## src/sv/rhs_pkg.sv

```systemverilog
package rhs_pkg;

    localparam int MAX_IN_WIDTH_DEF    = 2048;
    localparam int BYTES_PER_PIXEL_DEF = 3;

    localparam int CFG_W  = 12;
    localparam int DATA_W = 8;

    localparam logic [CFG_W-1:0] WIDTH_RESET = CFG_W'(1200);

    // request handed from the counter stage to the averaging stage
    typedef struct packed {
        logic              hit;
        logic [DATA_W-1:0] pix;
        logic              last;
    } rhs_req_t;

endpackage

```

## src/sv/rhs_avg.sv

```systemverilog
module rhs_avg
    import rhs_pkg::*;
(
    input  logic              clk,
    input  logic              rst_n,
    input  rhs_req_t          req,
    input  logic [DATA_W-1:0] ram_rdata,
    output logic              take_ok,
    output logic              out_valid,
    input  logic              out_ready,
    output logic [DATA_W-1:0] out_byte,
    output logic              row_end
);

    logic              s1_valid_reg;
    logic [DATA_W-1:0] s1_pix_reg;
    logic              s1_last_reg;
    logic              out_valid_reg;
    logic [DATA_W-1:0] out_byte_reg;
    logic              row_end_reg;

    logic              s1_adv;
    logic [DATA_W:0]   sum;

    assign s1_adv  = s1_valid_reg & (~out_valid_reg | out_ready);
    // stage 1 frees up this cycle when empty or when it moves on
    assign take_ok = ~s1_valid_reg | ~out_valid_reg | out_ready;

    // ram_rdata holds the stored byte for the beat in stage 1
    assign sum = {1'b0, ram_rdata} + {1'b0, s1_pix_reg} + (DATA_W+1)'(1);

    always_ff @(posedge clk or negedge rst_n)
    begin
        if (!rst_n)
        begin
            s1_valid_reg  <= 1'b0;
            out_valid_reg <= 1'b0;
        end
        else
        begin
            if (take_ok)
            begin
                s1_valid_reg <= req.hit;
            end
            if (s1_adv)
            begin
                out_valid_reg <= 1'b1;
            end
            else if (out_ready)
            begin
                out_valid_reg <= 1'b0;
            end
        end
    end

    always_ff @(posedge clk)
    begin
        if (take_ok && req.hit)
        begin
            s1_pix_reg  <= req.pix;
            s1_last_reg <= req.last;
        end
        if (s1_adv)
        begin
            out_byte_reg <= sum[DATA_W:1];
            row_end_reg  <= s1_last_reg;
        end
    end

    assign out_valid = out_valid_reg;
    assign out_byte  = out_byte_reg;
    assign row_end   = row_end_reg;

endmodule

```

## config.mk

```make
export PLATFORM = sky130hd
export DESIGN_NAME = rhs_avg
export DESIGN_NICKNAME = d
export VERILOG_FILES = /design/src/sv/rhs_pkg.sv /design/src/sv/rhs_avg.sv
export SDC_FILE = /design/constraint.sdc
export NUM_CORES = 1
export LEC_CHECK = 0
export ABC_AREA = 0
export BUFFER_PORTS_ARGS = -buffer_cell sky130_fd_sc_hd__buf_2
export CAP_MARGIN = 30
export CORE_MARGIN = 3
export CORE_UTILIZATION = 35
export CTS_BUF_LIST = sky130_fd_sc_hd__clkbuf_16
export DETAILED_ROUTE_END_ITERATION = 10
export HOLD_SLACK_MARGIN = 0.06
export MAX_ROUTING_LAYER = met4
export PLACE_DENSITY = 0.6
export SETUP_SLACK_MARGIN = 0.4
export SLEW_MARGIN = 10
export SYNTH_ARGS = -nofsm -noshare
export SYNTH_HDL_FRONTEND = slang
export SYNTH_SLANG_ARGS = --single-unit
export TNS_END_PERCENT = 100
```

## constraint.sdc

```tcl
create_clock -name clk -period 1.8 [get_ports clk]
set_input_delay 0 -clock clk [delete_from_list [all_inputs] [get_ports clk]]
set_output_delay 0 -clock clk [all_outputs]
set_load 0.005 [all_outputs]
```

==> summary.md, run 1 <==
| Metric | Value |
|---|---|
| Std cell rows | 18 |
| CP Capture Type | register |
| Top Ports | 32 |
| DP Worst Slack | 0.0707 ns |
| Dominant cells by area after synthesis | edfxtp_1 (57%), ha_1 (9.2%), dfrtp_1 (5.3%), a21oi_1 (2.1%), a311o_1 (2.1%) |
| Filler cell count | 210 |
| Top cell type's share of synthesized area | 0.568 |
| CP Launch Type | register |
| Setup ws final | around 0.097 ns |
| Worst Hold Class | input pin to register |
| Initial core utilization | 0.377 |
| Worst vdd ir | between 0.7 and 0.8 mV |
| All-Layer GR Usage | 0.130 |
| ANT nets after route | 0 |
| Clock Latency Late Sink | ~0.25 ns |
| Multi-input logic area | ~420 sq um |
| Yosys Warn Count | 0 |
| Unrepaired setup endpoints after global routing | yes |
| Post-synth cell types | 28 |
| Fin crit share | 0.946 |
| 1st-iter DRT viols | 1 |
| DIE AREA | 3380 sq um |
| Post-synth net total | 97 |
| Vias in the first global route | 797 |
| Cell Pwr Density | 875 nW/um^2 |
| Clk buf depth | 2 |
| WS Path Type | register to register |
| Routed wire length per instance | 13.0 microns |
| WHS Endpoint | out_byte[0] |
| Rel. slew slack | 0.730 |
| Initial antenna violation count | 0 |
| Status | complete, no violations |
| Ys async rst share | 0.100 |
| Worst reg2reg startpoint | s1_pix_reg[1] |
| Pin count of the biggest net entering global routing | 12 |
| Setup TNS Final | 0 ns |
| # diodes | 0 |
| P_leak | about 0.6 nW |
| Crit-path max cell delay | 0.42 ns |
| Clk sink count | 20 |
| Layout Skew | roughly 0.00053 ns |
| Sequential fraction of the synthesis area | 0.620 |
| Layout cells sized above 1 | 0.430 |
| Max Fanout on Critical Path | 3 |
| Drt total wl | between 1500 and 2000 microns |
| Drt first pass iters | 4 |
| Hold Fails Final Rpt | 0 |
| Arrival time at the worst endpoint | ~1.7 ns |
| H-tree depth | 1 |
| Hold Path Depth | 2 |
| Register area | slightly below 600 sq um |
| Max Clk Rate | about 590 MHz |
| Reg-to-reg slack, setup | 0.1 ns |
| Total of max-cap violations | 0 |
| Yosys top cell by area | edfxtp_1 |
| Hold Crit Start | ram_rdata[1] |
| Total power draw | roughly 1.3 mW |
| Layout area overhead | 53.9% |
| HPWL after DPL | 1430 microns |
| Top FF cell, synth | edfxtp_1 |
| Die Ht | between 50 and 60 microns |
| First-pass GRT wire length | about 3100 microns |
| Post-synth EDFFs | 18 |
| Synthesized area per cell | about 14 sq um |
| Final min period | 1.70 ns |
| R2r endpoint | out_byte[4] |
| Critical path required time | around 1.8 ns |
| Routability congestion estimate | a little over 0.8 |
| Vias post-DR | between 700 and 800 |
| CTS Buf Count | 3 |
| Cell count after synthesis | 68 |
| Vias/cell | ~5 |
| CTS clk-pin slew, worst paths | approximately 0.050 ns |
| Root buf cell | clkbuf_16 |
| CTS tree | built |
| Die Wd | approximately 58 microns |
| Synthesized flop and latch total | 20 |
| Slew @ Worst Pin | 0.405 ns |
| Overflow after GRT | 0 |
| Synthesized area | about 950 sq um |
| Port Buffer Count | 31 |
| Reg2reg path depth | 5 |
| DRC viols | 0 |
| Crit path max-delay cell type | edfxtp_1 |
| Crit-path cells | ha_1 -> o211ai_1 -> a21oi_2 -> nor4_1 -> a311o_1 |
| Max-slew violations | 0 |
| Core outline area | 2520 sq um |
| Setup violators final | 0 |
| # nets final | between 150 and 200 |
## what timing repair did
item / in CTS / in global routing
gates resized for setup: 1 / 4
setup endpoints to repair: 7 / 7
endpoints found under the hold margin: 13 / 0
pin swaps: 9 / 4
buffers inserted: 3 / 2
hold buffers: 13 / 0
## cells in the final DEF, fill, tap and decap left out, types with 2 or more instances in the layout
cell           instances
buf_2                 31
edfxtp_1              18
dlygate4sd3_1         13
buf_4                  5
ha_1                   4
nor2_2                 3
nand2b_1               3
ha_4                   3
clkbuf_16              3
a21o_1                 2
nand2_1                2
a21oi_1                2
inv_1                  2
nor2b_1                2
a21oi_2                2
nor3_1                 2
a311o_1                2
xor2_1                 2
and2_1                 2
dfrtp_1                2
## where the power goes
part / switching [mW] / internal, mW
Combinational: 0.121 / 0.139
Sequential: 0.0141 / 0.564
Clock: 0.149 / 0.295
## worst max path at each step
stage | to | slack (ns) | startpoint | cells after the start
after detailed placement | out_byte[7] | 0.07 | s1_pix_reg[0] | 6
after global placement | out_byte[7] | 0.07 | s1_pix_reg[0] | 6
after CTS | out_byte[7] | 0.08 | s1_pix_reg[0] | 6
after global routing | out_byte[7] | 0.04 | s1_pix_reg[0] | 6
after floorplan | out_byte[7] | 0.19 | s1_pix_reg[0] | 6
final | out_byte[4] | 0.1 | s1_pix_reg[1] | 5
## logic make-up after synthesis
kind of cell,count (synthesis),share of synthesized area
XOR/XNOR,3,0.0276
flip-flops,20,0.620
multiplexers,1,0.0105
AO/OA/AOI/OAI,14,0.108
AND/OR/NAND/NOR,19,0.109
adder cells (fa/ha/maj),8,0.113
buffers and inverters,3,0.0118
## layout make-up
type	instances	share of cell area
Tap cell	30	0.0256
Clock buffer	3	0.0512
Inverter	3	0.00769
Sequential cell	20	0.403
Timing Repair Buffer	49	0.220
Multi-Input combinational cell	45	0.289
Clock inverter	1	0.00256
## Yosys cell counts (2+ instances only)
| master | number |
|---|---|
| a311o_1 | 2 |
| ha_1 | 7 |
| nor3_1 | 2 |
| a21o_1 | 2 |
| nand2b_1 | 3 |
| nor2b_1 | 2 |
| inv_1 | 3 |
| a21oi_1 | 4 |
| edfxtp_1 | 18 |
| dfrtp_1 | 2 |
| xor2_1 | 2 |
| nand2_1 | 2 |
| nor2_1 | 3 |
| and2_1 | 2 |
## routing by layer
layer | routed length, microns | up-vias | GRT usage
met2 | 1130 | 27 | 0.242
met4 | 53 | 0 | 0.0894
met3 | 99 | 6 | 0.0200
li1 | - | 368 | -
met1 | 690 | 342 | 0.119
met5 | 0 | - | -
## worst max-delay path: cells and delay by family (launching register included)
| kind | cells | cell delay (ns) |
|---|---|---|
| adders and majority gates | 1 | 0.31 |
| AOI/OAI and AO/OA | 3 | 0.65 |
| DFF | 1 | 0.42 |
| and+or+nand+nor | 1 | 0.07 |
## through the flow
| stage | instance area, sq um | hold WS, ns | utilization | std cells |
|---|---|---|---|---|
| after detailed placement | 1200 | -0.212 | 0.475 | 129 |
| after floorplan | 1010 | -0.296 | - | 68 |
| after CTS | 1430 | 0.155 | 0.568 | 149 |
| after global placement | 1200 | -0.214 | 0.475 | 129 |
| final | 1470 | 0.160 | 0.581 | 151 |
| after global routing | 1470 | 0.185 | 0.581 | 151 |
No activity file was read; power rests on OpenSTA's default activity.
==> run 2, diff against run 1 <==
PLACE_DENSITY = 0.59   (was 0.6)
==> run 2 against run 1 <==
  * Maximum frequency is essentially flat
  * Critical path depth is the same
  * Register-to-register slack is essentially flat
  * Largest cell class unchanged
  * Non-clock buffer count shrank 2
  * Combinational power shrank 2%
  * Count of clock-buffer cells in the layout is the same
  * Worst setup slack lost 0.00060 ns
  * Sequential power is essentially flat
  * Core utilization grew 0.45 points
  * Routed wire length shrank 2.1%
  * Highest routed layer unchanged
==> summary.md, run 2 (synthesis results as in run 1) <==
| Metric | Value |
|---|---|
| Setup violators final | 0 (unchanged) |
| Fin crit share | 0.946 (about the same) |
| Clk sink count | 20 (unchanged) |
| Status | complete, no violations |
| Drt total wl | 1930 microns (-2.1%) |
| Max Clk Rate | 587 MHz (about the same) |
| CTS clk-pin slew, worst paths | 0.06 ns (about the same) |
| Max Fanout on Critical Path | 4 (+1) |
| Initial antenna violation count | 0 (unchanged) |
| HPWL after DPL | 1320 microns (-8.0%) |
| Cell Pwr Density | 966 nW/um^2 (+10%) |
| Port Buffer Count | 31 (unchanged) |
| CTS Buf Count | 3 (unchanged) |
| Clock share of power | 0.417 (+0.071) |
| Routability congestion estimate | 0.815 (+1.2%) |
| Hold Fails Final Rpt | 0 (unchanged) |
| Slew @ Worst Pin | 0.458 ns (+0.0532 ns) |
| Max-slew violations | 0 (unchanged) |
| Die Ht | 58.2 microns (unchanged) |
| Crit-path max cell delay | 0.42 ns (about the same) |
| H-tree depth | 1 (unchanged) |
| Unrepaired setup endpoints after global routing | yes |
| Die Wd | 58.2 microns (unchanged) |
| Buf/Inv on CP | 0 (unchanged) |
| Routed wire length per instance | 12.9 microns (-0.77%) |
| Initial core utilization | 0.377 (unchanged) |
| Clock Latency Late Sink | 0.25 ns (about the same) |
| Reg power frac | 0.405 (-0.046) |
| CTS tree | built |
| Crit path max-delay family | compound AO/OA/AOI/OAI gates |
| Core outline area | 2520 sq um (unchanged) |
| Total of max-cap violations | 0 (unchanged) |
| Setup ws final | 0.0965 ns (-0.000600 ns) |
| P_leak | 0.605 nW (+0.61%) |
| # nets final | 149 (-1.3%) |
| Pin count of the biggest net entering global routing | 13 (+1) |
| Vias in the first global route | 790 (-0.88%) |
| DRC viols | 0 (unchanged) |
| Logic pwr share | 0.178 (-0.025) |
| Std cell rows | 18 (unchanged) |
| Clk buf depth | 2 (unchanged) |
| Final Util | 0.585 (+0.00446) |
| Layout cells sized above 1 | 0.437 (+0.00722) |
| All-Layer GR Usage | 0.132 (+0.00211) |
| Rel. slew slack | 0.695 (-0.0355) |
| Overflow after GRT | 0 (unchanged) |
| ANT nets after route | 0 (unchanged) |
| Worst Hold Class | input pin to asynchronous set/reset pin |
| Vias/cell | 5.03 (+2.2%) |
| Post-route cell area | 1480 sq um (+0.77%) |
| Most frequent cells in the layout | buf_2 (31), edfxtp_1 (18), dlygate4sd3_1 (12) |
| Vias post-DR | 749 (+0.81%) |
| Sw Share | 0.201 (-0.0206) |
| Drt first pass iters | 4 (unchanged) |
| First-pass GRT wire length | 3200 microns (+2.2%) |
| Commonest non-fill, non-tap cell in the layout | buf_2 |
| Layout Skew | 0.00406 ns (+0.00353 ns) |
| Critical path required time | 1.80 ns (about the same) |
| 1st-iter DRT viols | 5 (+4) |
| Setup TNS Final | 0 ns (unchanged) |
| Placed cell areas | 1200 sq um (unchanged) |
| Worst vdd ir | 0.782 mV (+7.4%) |
| Layout area overhead | 55.1% |
| Root buf cell | clkbuf_16 |
| Crit path max-delay cell type | edfxtp_1 |
| Arrival time at the worst endpoint | 1.70 ns (about the same) |
| Crit-path cells | ha_4 -> o211ai_1 -> a21oi_2 -> nor4_2 -> a311o_1 |
| WS Path Type | register to register |
| CP Launch Type | register |
| Final min period | 1.70 ns (+0.000600 ns) |
| # diodes | 0 (unchanged) |
| Top Ports | 32 (unchanged) |
| DIE AREA | 3380 sq um (unchanged) |
| CP Capture Type | register |
| Filler cell count | 216 (+2.9%) |
| P_sw | 287 uW (+0.88%) |
| DP Worst Slack | 0.0583 ns (-0.0124 ns) |
| Int Pwr | 1.14 mW (+14%) |
==> run 2: cell count changes in the layout (fill, tap and decap cells not counted), sizes merged <==
cell         change
buf              -1
dlygate4sd3      -1
clkinv           -1
bufinv           +1
==> run 2: metrics by stage <==
stage          hold slack, ns  cells  total power, mW
2_1_floorplan          -0.296     68            0.722
4_1_cts                0.0630    147             1.43
5_1_grt                0.0719    149             1.49
3_5_place_dp           -0.210    129            0.800
3_3_place_gp           -0.213    129            0.793
6_report               0.0716    149             1.43
==> run 2: cell type report <==
cell class / instances / area [sq um] / area share
Clock inverter: 1 / 30.0 / 0.0203
Inverter: 3 / 11.3 / 0.00763
Tap cell: 30 / 37.5 / 0.0254
Timing Repair Buffer: 47 / 313 / 0.212
Clock buffer: 3 / 75.1 / 0.0508
Sequential cell: 20 / 591 / 0.400
Multi-Input combinational cell: 45 / 419 / 0.284
==> run 2: power groups by stage <==
stage | Combinational (mW) | Sequential [mW] | Clock, mW
2_1_floorplan | 0.131 | 0.591 | 0
3_5_place_dp | 0.213 | 0.588 | 0
6_report | 0.254 | 0.577 | 0.595
5_1_grt | 0.284 | 0.582 | 0.626
3_3_place_gp | 0.207 | 0.586 | 0
4_1_cts | 0.242 | 0.578 | 0.609
==> run 2: repair_timing <==
item | in CTS | in global routing
hold endpoints to repair | 13 | 0
setup buffers | 2 | 2
pin swaps | 11 | 8
setup endpoints to repair | 7 | 7
gates resized for setup | 2 | 4
gates cloned | 0 | 0
hold buffers | 12 | 0
==> run 2: routing by layer <==
layer | routed length, microns | track usage
met2 | 1020 | 0.239
met5 | 0 | -
met3 | 101 | 0.0490
met4 | 55 | 0.0563
met1 | 752 | 0.123
==> run 2: worst reg2reg max path, stage by stage, from the launching register on <==
cell and delay [ns]:
edfxtp_1 0.42, ha_4 0.32, o211ai_1 0.16, a21oi_2 0.24, nor4_2 0.05, a311o_1 0.26
==> run 2: worst paths after layout <==
| path | start | end | slack (ns) | depth (start not counted) |
|---|---|---|---|---|
| max in group asynchronous | rst_n | s1_valid_reg | 1.63 | 2 |
| min in group clk | ram_rdata[1] | out_byte[0] | 0.16 | 2 |
| min reg2reg | s1_last_reg | row_end | 0.42 | 0 |
| max | s1_pix_reg[2] | out_byte[4] | 0.1 | 5 |
| max reg2reg | s1_pix_reg[2] | out_byte[4] | 0.1 | 5 |
| min | rst_n | out_valid | 0.07 | 2 |
