$ cat src/sv/rhs_pkg.sv
package rhs_pkg;

    localparam int MAX_IN_WIDTH_DEF    = 2048;
    localparam int BYTES_PER_PIXEL_DEF = 3;

    localparam int CFG_W  = 12;
    localparam int DATA_W = 8;

    localparam logic [CFG_W-1:0] WIDTH_RESET = CFG_W'(1200);

    // request handed from the counter stage to the averaging stage
    typedef struct packed {
        logic              hit;
        logic [DATA_W-1:0] pix;
        logic              last;
    } rhs_req_t;

endpackage

$ cat src/sv/rhs_ctrl.sv
module rhs_ctrl
    import rhs_pkg::*;
#(
    parameter int MAX_IN_WIDTH    = MAX_IN_WIDTH_DEF,
    parameter int BYTES_PER_PIXEL = BYTES_PER_PIXEL_DEF,
    localparam int DEPTH = (MAX_IN_WIDTH / 2) * BYTES_PER_PIXEL,
    localparam int AW    = $clog2(DEPTH)
) (
    input  logic              clk,
    input  logic              rst_n,
    input  logic              cfg_wr_en,
    input  logic [CFG_W-1:0]  cfg_wr_data,
    input  logic              accept,
    input  logic [DATA_W-1:0] pixel_byte,
    input  logic              frame_start,
    output logic              ram_we,
    output logic              ram_re,
    output logic [AW-1:0]     ram_addr,
    output rhs_req_t          req
);

    localparam int CW  = $clog2(MAX_IN_WIDTH);
    localparam int EW  = $clog2(MAX_IN_WIDTH + 1);
    localparam int XW  = (EW > CFG_W) ? EW : CFG_W;
    localparam int BW  = (BYTES_PER_PIXEL > 1) ? $clog2(BYTES_PER_PIXEL) : 1;
    localparam int AXW = AW + 1;
    localparam logic [XW-1:0] MAX_EVEN = XW'(MAX_IN_WIDTH) & ~XW'(1);
    localparam logic [BW-1:0] LAST_BYTE = BW'(BYTES_PER_PIXEL - 1);

    logic [CFG_W-1:0] width_reg;
    logic [BW-1:0]    byte_reg, byte_next;
    logic [CW-1:0]    col_reg, col_next;
    logic             odd_reg, odd_next;

    logic [BW-1:0]  byte_cur;
    logic [CW-1:0]  col_cur;
    logic           odd_cur;
    logic [XW-1:0]  width_x;
    logic [EW-1:0]  eff_width;
    logic [EW-1:0]  col_inc;
    logic [AXW-1:0] addr_full;
    logic           in_range;
    logic           kept;

    // clamp to an even width within 2..MAX_IN_WIDTH
    always_comb
    begin
        width_x = XW'(width_reg) & ~XW'(1);
        if (width_x < XW'(2))
        begin
            width_x = XW'(2);
        end
        if (width_x > XW'(MAX_IN_WIDTH))
        begin
            width_x = MAX_EVEN;
        end
        eff_width = EW'(width_x);
    end

    assign byte_cur = frame_start ? '0 : byte_reg;
    assign col_cur  = frame_start ? '0 : col_reg;
    assign odd_cur  = frame_start ? 1'b0 : odd_reg;
    assign col_inc  = EW'(col_cur) + EW'(1);

    assign addr_full = AXW'(col_cur >> 1) * AXW'(BYTES_PER_PIXEL) + AXW'(byte_cur);
    assign in_range  = addr_full < AXW'(DEPTH);
    assign kept      = col_cur[0] & in_range;

    assign ram_addr = addr_full[AW-1:0];
    assign ram_we   = accept & kept & ~odd_cur;
    assign ram_re   = accept & kept & odd_cur;

    assign req.hit  = ram_re;
    assign req.pix  = pixel_byte;
    assign req.last = (col_inc == eff_width) && (byte_cur == LAST_BYTE);

    always_comb
    begin
        byte_next = byte_cur + BW'(1);
        col_next  = col_cur;
        odd_next  = odd_cur;
        if (byte_cur == LAST_BYTE)
        begin
            byte_next = '0;
            if (col_inc >= eff_width)
            begin
                col_next = '0;
                odd_next = ~odd_cur;
            end
            else
            begin
                col_next = CW'(col_inc);
            end
        end
    end

    always_ff @(posedge clk or negedge rst_n)
    begin
        if (!rst_n)
        begin
            width_reg <= WIDTH_RESET;
            byte_reg  <= '0;
            col_reg   <= '0;
            odd_reg   <= 1'b0;
        end
        else
        begin
            if (cfg_wr_en)
            begin
                width_reg <= cfg_wr_data;
            end
            if (accept)
            begin
                byte_reg <= byte_next;
                col_reg  <= col_next;
                odd_reg  <= odd_next;
            end
        end
    end

endmodule

$ cat config.mk
export PLATFORM = sky130hd
export DESIGN_NAME = rhs_ctrl
export DESIGN_NICKNAME = d
export VERILOG_FILES = /design/src/sv/rhs_pkg.sv /design/src/sv/rhs_ctrl.sv
export SDC_FILE = /design/constraint.sdc
export NUM_CORES = 1
export LEC_CHECK = 0
export BUFFER_PORTS_ARGS = -buffer_cell sky130_fd_sc_hd__buf_2
export CORE_MARGIN = 1.5
export CORE_UTILIZATION = 45
export CTS_CLUSTER_SIZE = 28
export DETAILED_ROUTE_END_ITERATION = 16
export PLACE_DENSITY_LB_ADDON = 0.3
export SLEW_MARGIN = 20
export SYNTH_ARGS = -nofsm -noshare
export SYNTH_HDL_FRONTEND = slang
export SYNTH_SLANG_ARGS = --single-unit
$ cat constraint.sdc
create_clock -name clk -period 4 [get_ports clk]
set_input_delay 0.2 -clock clk [delete_from_list [all_inputs] [get_ports clk]]
set_output_delay 0.2 -clock clk [all_outputs]
set_load 0.02 [all_outputs]
==> impl_metrics.prom, run 1 <==
# TYPE chip_impl_metric gauge
chip_impl_metric{name="parity_gate_share_of_the_synthesized_area_counting_xor_and_xnor_cells",unit=""} 0.0616
chip_impl_metric{name="antenna_found_initial",unit=""} 0
chip_impl_metric{name="synth.yosys.seq_area_share",unit=""} 0.277
chip_impl_metric{name="hold_slack",unit="ns"} 0.133
chip_impl_metric{name="grt_pass1_wl",unit="mm"} 7.08
chip_impl_metric{name="yosys.cell_types.count",unit=""} 43
chip_impl_metric{name="core_area",unit="um^2"} 4790
chip_impl_metric{name="switching_share_of_total_power",unit=""} 0.266
chip_impl_metric{name="netSwitchingPower",unit="uW"} 137
chip_impl_metric{name="layout_net_count",unit=""} 326
chip_impl_metric{name="initial_cell_density_of_the_core",unit=""} 0.475
chip_impl_metric{name="gp_routability_congestion",unit=""} 0.810
chip_impl_metric{name="place_area",unit="um^2"} 2430
chip_impl_metric{name="io_pins",unit=""} 49
chip_impl_info{name="critical-path-top-delay-family",value="compound AO/OA/AOI/OAI gates"} 1
chip_impl_metric{name="die_w",unit="um"} 74.1
chip_impl_info{name="worstPathCellList",value="nor2b_1 > fa_1 > ha_1 > inv_1 > fa_1 > nor2b_4 > o31a_1 > o221a_4 > a2111oi_4 > o2bb2ai_2 > nor4_2 > buf_2"} 1
chip_impl_metric{name="post_cts_resized",unit=""} 0
chip_impl_metric{name="drc_errors",unit=""} 0
chip_impl_metric{name="worst-path-buf-inv",unit=""} 2
chip_impl_metric{name="detail_route.first_pass.iterations",unit=""} 4
chip_impl_metric{name="die_height",unit="um"} 74.1
chip_impl_info{name="outcome",value="finished clean"} 1
chip_impl_metric{name="syn_area",unit="um^2"} 2270
chip_impl_metric{name="yosys_warnings",unit=""} 0
chip_impl_info{name="clockRootBuffer",value="sky130_fd_sc_hd__clkbuf_8"} 1
chip_impl_metric{name="combPwrFrac",unit=""} 0.160
chip_impl_info{name="critPathCaptureType",value="output pin"} 1
chip_impl_metric{name="share_seq_of_total_power",unit=""} 0.549
chip_impl_metric{name="synth_edf_count",unit=""} 0
chip_impl_metric{name="cellLeakagePower",unit="nW"} 1.31
chip_impl_metric{name="yosys-mux-area-fraction",unit=""} 0.0583
chip_impl_metric{name="ir_worst_vdd",unit="mV"} 0.181
chip_impl_metric{name="port_buffers",unit=""} 31
chip_impl_metric{name="insertion_delay",unit="ns"} 0.27
chip_impl_metric{name="worstPathMaxFanout",unit=""} 4
chip_impl_metric{name="worst-endpoint-required",unit="ns"} 3.80
chip_impl_metric{name="fin_crit_sh",unit=""} 0.916
chip_impl_metric{name="grt_overflow_total",unit=""} 0
chip_impl_info{name="yosys_most_used_dff",value="sky130_fd_sc_hd__dfrtp_1"} 1
chip_impl_metric{name="routedWlPerCell",unit="um"} 12.8
chip_impl_info{name="min-delay-path-class",value="input port to flip-flop"} 1
chip_impl_metric{name="full_die_area",unit="um^2"} 5490
chip_impl_metric{name="detailroute.via_count",unit=""} 1730
chip_impl_metric{name="finalHoldViolations",unit=""} 0
chip_impl_info{name="worst_path_most_repeated_cell",value="sky130_fd_sc_hd__fa_1"} 1
chip_impl_metric{name="yosys.area_share.simple",unit=""} 0.187
chip_impl_metric{name="dp.cells",unit=""} 327
chip_impl_metric{name="power.density",unit="nW/um^2"} 208
chip_impl_metric{name="fin_total_pwr",unit="uW"} 516
chip_impl_metric{name="post-route-cell-area",unit="um^2"} 2480
chip_impl_info{name="crit_type",value="flip-flop to output pin"} 1
chip_impl_metric{name="clock_power_share",unit=""} 0.291
chip_impl_metric{name="synth-adder-area-share",unit=""} 0.199
chip_impl_metric{name="reg2regPathDepth",unit=""} 12
chip_impl_metric{name="register_area",unit="um^2"} 631
chip_impl_metric{name="max_h_tree_level",unit=""} 1
chip_impl_metric{name="clk_pin_slew_worst_paths",unit="ns"} 0.09
chip_impl_metric{name="detail_route.iter0.violations",unit=""} 102
chip_impl_metric{name="cts.sink_count",unit=""} 25
chip_impl_metric{name="setup-tns-final",unit="ns"} 0
chip_impl_metric{name="synth_compound_area_frac",unit=""} 0.151
chip_impl_metric{name="regToRegSetupSlack",unit="ns"} 0.73
chip_impl_metric{name="setup_viol_count_final",unit=""} 0
chip_impl_metric{name="grt_pass1_vias",unit=""} 1587
chip_impl_metric{name="number_of_max_slew_violations_in_the_final_report",unit=""} 0
chip_impl_metric{name="stdcell_count",unit=""} 332
chip_impl_metric{name="detailed_place_hpwl",unit="mm"} 3.43
chip_impl_info{name="highest_delay_cell_along_the_critical_path",value="sky130_fd_sc_hd__fa_1"} 1
chip_impl_metric{name="layout-drive-gt1-share",unit=""} 0.223
chip_impl_metric{name="syn_inst",unit=""} 243
chip_impl_info{name="cts_tree",value="built"} 1
chip_impl_metric{name="placementRows",unit=""} 25
chip_impl_metric{name="filler_cell_count",unit=""} 483
chip_impl_metric{name="critical_path_depth",unit=""} 12
chip_impl_metric{name="grt_util_all_layers",unit=""} 0.164
chip_impl_metric{name="timing.fmax",unit="MHz"} 273
chip_impl_metric{name="ant_nets",unit=""} 0
chip_impl_metric{name="avgSynthCellArea",unit="um^2"} 9.36
chip_impl_metric{name="clock_skew",unit="ns"} 0.00632
chip_impl_metric{name="ys_ff_latch",unit=""} 25
chip_impl_metric{name="diodes",unit=""} 0
chip_impl_metric{name="crit_path_max_incr_delay",unit="ns"} 0.47
chip_impl_info{name="rsz_0062_raised_after_global_routing",value="no"} 1
chip_impl_metric{name="final_critical_delay_including_setup_and_external_delays",unit="ns"} 3.66
chip_impl_metric{name="synth_async_sr_flop_share",unit=""} 1.00
chip_impl_metric{name="drt-total-wl",unit="mm"} 4.24
chip_impl_metric{name="viasPerCell",unit=""} 5.21
chip_impl_info{name="synth_top_family_by_area",value="adder cells"} 1
chip_impl_metric{name="synthesis.nets",unit=""} 303
chip_impl_info{name="critPathLaunchType",value="flip-flop"} 1
chip_impl_metric{name="grt_max_degree",unit=""} 26
chip_impl_metric{name="p_int",unit="uW"} 379
chip_impl_metric{name="cts-root-to-sink-buffers",unit=""} 2
chip_impl_metric{name="slew_headroom",unit=""} 0.598
chip_impl_metric{name="worst_ep_arrival_time",unit="ns"} 3.46
chip_impl_metric{name="cts_buffer_count",unit=""} 3
chip_impl_metric{name="tightest_slew",unit="ns"} 0.598
chip_impl_metric{name="total_area_of_multi_input_combinational_cells",unit="um^2"} 1500
chip_impl_metric{name="max-cap-violations",unit=""} 0
chip_impl_metric{name="hold_path_depth",unit=""} 3
chip_impl_metric{name="syn2layout_area_growth",unit="%"} 9.25
-- cell usage in the layout, fill, tap and decap left out, types with 10 or more instances in the layout --
cell | Yosys | routed
sky130_fd_sc_hd__a21oi_1 | 10 | 10
sky130_fd_sc_hd__xnor2_1 | 11 | 11
sky130_fd_sc_hd__dfrtp_1 | 21 | 21
sky130_fd_sc_hd__ha_1 | 33 | 33
sky130_fd_sc_hd__nor2b_1 | 14 | 14
sky130_fd_sc_hd__buf_2 | 1 | 31
sky130_fd_sc_hd__inv_1 | 15 | 15
sky130_fd_sc_hd__mux2_2 | 10 | 10
sky130_fd_sc_hd__nand2_1 | 25 | 25
sky130_fd_sc_hd__nor2_1 | 14 | 14
-- worst paths after layout --
path,from,to
setup / recovery,col_reg[2],ram_re
hold reg to reg,col_reg[1],col_reg[1]
max in group asynchronous,rst_n,width_reg[5]
hold / removal,cfg_wr_data[11],width_reg[11]
min in group asynchronous,rst_n,odd_reg
setup reg to reg,col_reg[0],odd_reg
-- final cells by class --
type | instances | share of cell area
clock buffers | 4 | 0.0181
inverters | 15 | 0.0227
multi-input cells | 188 | 0.602
flip-flops and latches | 25 | 0.254
well taps | 67 | 0.0338
repair buffers | 33 | 0.0695
-- Yosys cell counts, types with 5 or more instances --
cell type | count | area (um^2)
sky130_fd_sc_hd__a21oi_1 | 10 | 50.1
sky130_fd_sc_hd__a22o_1 | 9 | 78.8
sky130_fd_sc_hd__buf_4 | 9 | 67.6
sky130_fd_sc_hd__clkbuf_1 | 5 | 18.8
sky130_fd_sc_hd__dfrtp_1 | 21 | 526
sky130_fd_sc_hd__ha_1 | 33 | 413
sky130_fd_sc_hd__inv_1 | 15 | 56.3
sky130_fd_sc_hd__mux2_2 | 10 | 113
sky130_fd_sc_hd__nand2_1 | 25 | 93.8
sky130_fd_sc_hd__nor2_1 | 14 | 52.6
sky130_fd_sc_hd__nor2b_1 | 14 | 87.6
sky130_fd_sc_hd__o21ai_0 | 8 | 40.0
sky130_fd_sc_hd__xnor2_1 | 11 | 96.3
sky130_fd_sc_hd__xor2_1 | 5 | 43.8
-- power by group through the flow --
stage / sequential (mW) / clock, mW / combinational [mW]
5_1_grt: 0.286 / 0.167 / 0.0944
3_5_place_dp: 0.288 / 0 / 0.0826
4_1_cts: 0.284 / 0.158 / 0.0838
6_report: 0.283 / 0.150 / 0.0827
2_1_floorplan: 0.285 / 0 / 0.0705
3_3_place_gp: 0.288 / 0 / 0.0806
-- metrics by stage --
stage                     utilization  worst slack, ns
after floorplan                     -            0.168
after global placement          0.507            0.517
after detailed placement        0.507            0.481
after CTS                       0.519            0.280
after global routing            0.519           0.0480
final                           0.519            0.337
-- cell families (layout without fill, tap and decap cells) --
family                     count (synthesis)  count (layout)
AOI/OAI and AO/OA                         45              45
xor gates and xnor gates                  16              16
adders and majority gates                 35              35
buffers and inverters                     30              52
DFF                                       25              25
muxes                                     12              12
and+or+nand+nor                           80              80
-- layer usage --
layer	vias up	wire, um	track usage
met5	-	0	0
met4	0	26	0.0267
met3	7	132	0.0325
met2	24	2000	0.267
met1	807	2080	0.230
li1	892	-	-
-- worst reg2reg max path, cell delays in order (launching register included) --
cell                       delay, ns
sky130_fd_sc_hd__dfrtp_1        0.39
sky130_fd_sc_hd__nor2b_1        0.42
sky130_fd_sc_hd__ha_1           0.33
sky130_fd_sc_hd__nand4_1        0.17
sky130_fd_sc_hd__nor2_1         0.15
sky130_fd_sc_hd__xor2_1         0.24
sky130_fd_sc_hd__ha_1           0.19
sky130_fd_sc_hd__nand4_1        0.11
sky130_fd_sc_hd__or2_2          0.33
sky130_fd_sc_hd__a31oi_1        0.36
sky130_fd_sc_hd__nor3_1         0.15
sky130_fd_sc_hd__mux2i_1        0.19
sky130_fd_sc_hd__o211ai_1       0.11
-- timing repair --
item                                   4_1_cts  5_1_grt
hold buffers                                 1        0
buffers inserted                             0        0
endpoints found under the hold margin       21        0
Power figures use the tool's default switching activity.
==> inputs of run 2 (changes only) <==
--- a/config.mk
+++ b/config.mk
@@ -6,8 +6,10 @@
 export NUM_CORES = 1
 export LEC_CHECK = 0
 export BUFFER_PORTS_ARGS = -buffer_cell sky130_fd_sc_hd__buf_2
+export CELL_PAD_IN_SITES_DETAIL_PLACEMENT = 0
+export CELL_PAD_IN_SITES_GLOBAL_PLACEMENT = 1
 export CORE_MARGIN = 1.5
-export CORE_UTILIZATION = 45
+export CORE_UTILIZATION = 42
 export CTS_CLUSTER_SIZE = 28
 export DETAILED_ROUTE_END_ITERATION = 16
 export PLACE_DENSITY_LB_ADDON = 0.3
==> run 2 against run 1 <==
Against the previous run: clock-buffer cell count is the same; maximum frequency shrank 0.51%; design area grew 0.25%; power grew 0.23%; core utilization shrank 3.8 points; via count shrank 1.2%; first-iteration DRC count shrank 49%; non-clock buffer count is the same; wire length grew 1.1%; clock power is essentially flat.
==> impl_metrics.prom, run 2 (synthesis results as in run 1) <==
# TYPE chip_impl_metric gauge
chip_impl_metric{name="routedWlPerCell",unit="um"} 12.8
chip_impl_metric{name="layout-drive-gt1-share",unit=""} 0.226
chip_impl_metric{name="grt_util_all_layers",unit=""} 0.155
chip_impl_metric{name="worst_ep_arrival_time",unit="ns"} 3.48
chip_impl_metric{name="viasPerCell",unit=""} 5.10
chip_impl_metric{name="finalHoldViolations",unit=""} 0
chip_impl_metric{name="die_height",unit="um"} 76.6
chip_impl_info{name="outcome",value="finished clean"} 1
chip_impl_info{name="critPathCaptureType",value="output pin"} 1
chip_impl_metric{name="drc_errors",unit=""} 0
chip_impl_metric{name="detailroute.via_count",unit=""} 1709
chip_impl_metric{name="max_h_tree_level",unit=""} 1
chip_impl_metric{name="worst-endpoint-required",unit="ns"} 3.80
chip_impl_metric{name="drt-total-wl",unit="mm"} 4.29
chip_impl_metric{name="number_of_max_slew_violations_in_the_final_report",unit=""} 0
chip_impl_metric{name="detailed_place_hpwl",unit="mm"} 3.47
chip_impl_info{name="layout.cells.most_common",value="sky130_fd_sc_hd__ha_1"} 1
chip_impl_metric{name="full_die_area",unit="um^2"} 5860
chip_impl_metric{name="initial_cell_density_of_the_core",unit=""} 0.440
chip_impl_metric{name="insertion_delay",unit="ns"} 0.27
chip_impl_info{name="mostFrequentLayoutCells",value="sky130_fd_sc_hd__ha_1 (33), sky130_fd_sc_hd__buf_2 (31), sky130_fd_sc_hd__nand2_1 (25)"} 1
chip_impl_info{name="critPathLaunchType",value="flip-flop"} 1
chip_impl_metric{name="grt_pass1_wl",unit="mm"} 7.40
chip_impl_metric{name="grt_overflow_total",unit=""} 0
chip_impl_metric{name="cts.sink_count",unit=""} 25
chip_impl_metric{name="netSwitchingPower",unit="uW"} 139
chip_impl_metric{name="ant_nets",unit=""} 0
chip_impl_info{name="cts_tree",value="built"} 1
chip_impl_metric{name="power.density",unit="nW/um^2"} 208
chip_impl_metric{name="cts-root-to-sink-buffers",unit=""} 2
chip_impl_metric{name="setup_ws",unit="ns"} 0.318
chip_impl_metric{name="ir_worst_vdd",unit="mV"} 0.161
chip_impl_metric{name="p_int",unit="uW"} 379
chip_impl_info{name="clockRootBuffer",value="sky130_fd_sc_hd__clkbuf_8"} 1
chip_impl_metric{name="max-cap-violations",unit=""} 0
chip_impl_info{name="crit_type",value="flip-flop to output pin"} 1
chip_impl_metric{name="cts_post_setup_buffers_inserted",unit=""} 0
chip_impl_metric{name="post-place-ws",unit="ns"} 0.474
chip_impl_metric{name="switching_share_of_total_power",unit=""} 0.268
chip_impl_metric{name="fin_crit_sh",unit=""} 0.920
chip_impl_metric{name="grt_max_degree",unit=""} 26
chip_impl_metric{name="timing.fmax",unit="MHz"} 272
chip_impl_metric{name="cts_buffer_count",unit=""} 3
chip_impl_info{name="min-delay-path-class",value="input port to flip-flop"} 1
chip_impl_metric{name="worstPathMaxFanout",unit=""} 4
chip_impl_metric{name="layout_net_count",unit=""} 326
chip_impl_metric{name="placementRows",unit=""} 26
chip_impl_metric{name="setup_viol_count_final",unit=""} 0
chip_impl_metric{name="combPwrFrac",unit=""} 0.161
chip_impl_metric{name="port_buffers",unit=""} 31
chip_impl_metric{name="diodes",unit=""} 0
chip_impl_metric{name="cellLeakagePower",unit="nW"} 1.31
chip_impl_metric{name="setup-tns-final",unit="ns"} 0
chip_impl_metric{name="core_area",unit="um^2"} 5170
chip_impl_metric{name="syn2layout_area_growth",unit="%"} 9.52
chip_impl_metric{name="gp_routability_congestion",unit=""} 0.785
chip_impl_metric{name="final_core_occ",unit=""} 0.481
chip_impl_metric{name="antenna_found_initial",unit=""} 0
chip_impl_metric{name="detail_route.first_pass.iterations",unit=""} 4
chip_impl_metric{name="detail_route.iter0.violations",unit=""} 52
chip_impl_metric{name="final_critical_delay_including_setup_and_external_delays",unit="ns"} 3.68
chip_impl_metric{name="die_w",unit="um"} 76.6
chip_impl_metric{name="tightest_slew",unit="ns"} 0.591
chip_impl_metric{name="clock_skew",unit="ns"} 0.00376
chip_impl_metric{name="clock_power_share",unit=""} 0.291
chip_impl_metric{name="clk_pin_slew_worst_paths",unit="ns"} 0.08
chip_impl_metric{name="filler_cell_count",unit=""} 527
chip_impl_info{name="rsz_0062_raised_after_global_routing",value="no"} 1
chip_impl_metric{name="share_seq_of_total_power",unit=""} 0.548
chip_impl_metric{name="io_pins",unit=""} 49
chip_impl_metric{name="grt_pass1_vias",unit=""} 1671
chip_impl_metric{name="slew_headroom",unit=""} 0.602
==> run 2: changes by cell type in the layout (fill, tap and decap cells not counted) <==
cell                      before  now
sky130_fd_sc_hd__nor2b_1      14   13
sky130_fd_sc_hd__nor2b_2       0    1
==> run 2: layout make-up <==
type / count / area (um^2) / area share
clock buffers: 4 / 45.0 / 0.0181
flip-flops and latches: 25 / 631 / 0.253
inverters: 15 / 56.3 / 0.0226
multi-input cells: 188 / 1500 / 0.602
well taps: 70 / 87.6 / 0.0352
repair buffers: 33 / 173 / 0.0693
==> run 2: metrics by stage <==
stage	hold WS (ns)	area [um^2]	std cells	total power, mW
after CTS	0.138	2490	335	0.525
after global placement	0.236	2430	330	0.370
after detailed placement	0.231	2430	330	0.372
after global routing	0.148	2490	335	0.549
final	0.139	2490	335	0.517
after floorplan	-0.0956	2270	243	0.355
==> run 2: what timing repair did <==
item	in CTS	in global routing
gates resized for setup	0	1
setup endpoints to repair	0	2
endpoints found under the hold margin	21	0
hold buffers	1	0
==> run 2: worst max-delay path, cell delays in order, from the launching register on <==
cell and delay (ns):
sky130_fd_sc_hd__dfrtp_1 0.35, sky130_fd_sc_hd__nor2b_1 0.32, sky130_fd_sc_hd__fa_1 0.48, sky130_fd_sc_hd__ha_1 0.23
sky130_fd_sc_hd__inv_1 0.07, sky130_fd_sc_hd__fa_1 0.24, sky130_fd_sc_hd__nor2b_4 0.05, sky130_fd_sc_hd__o31a_1 0.28
sky130_fd_sc_hd__o221a_4 0.27, sky130_fd_sc_hd__a2111oi_4 0.34, sky130_fd_sc_hd__o2bb2ai_2 0.12, sky130_fd_sc_hd__nor4_2 0.25
sky130_fd_sc_hd__buf_2 0.21
==> run 2: power groups by stage <==
stage               clock network [mW]  logic (mW)  registers, mW
CTS                              0.157      0.0847          0.283
finish                           0.151      0.0834          0.283
global route                     0.168      0.0960          0.286
global placement                     0      0.0816          0.288
floorplan                            0      0.0705          0.285
detailed placement                   0      0.0834          0.288
==> run 2: path summary, 6_finish.rpt <==
path                            slack [ns]            start  depth (start not counted)       endpoint
worst max register to register        0.72       col_reg[0]                         12        odd_reg
worst min register to register        0.50       col_reg[6]                          1     col_reg[6]
max in group asynchronous             3.15            rst_n                          2   width_reg[3]
worst max-delay path                  0.32       col_reg[1]                         12         ram_re
worst min-delay path                  0.14  cfg_wr_data[11]                          3  width_reg[11]
min in group asynchronous             0.46            rst_n                          2   width_reg[9]
==> run 2: metal layers <==
metal	GRT usage	up-vias	share of wire
met3	0.0299	8	0.024
met5	0	-	0
met1	0.228	790	0.53
li1	-	894	-
met2	0.231	17	0.43
met4	0.0426	0	0.014
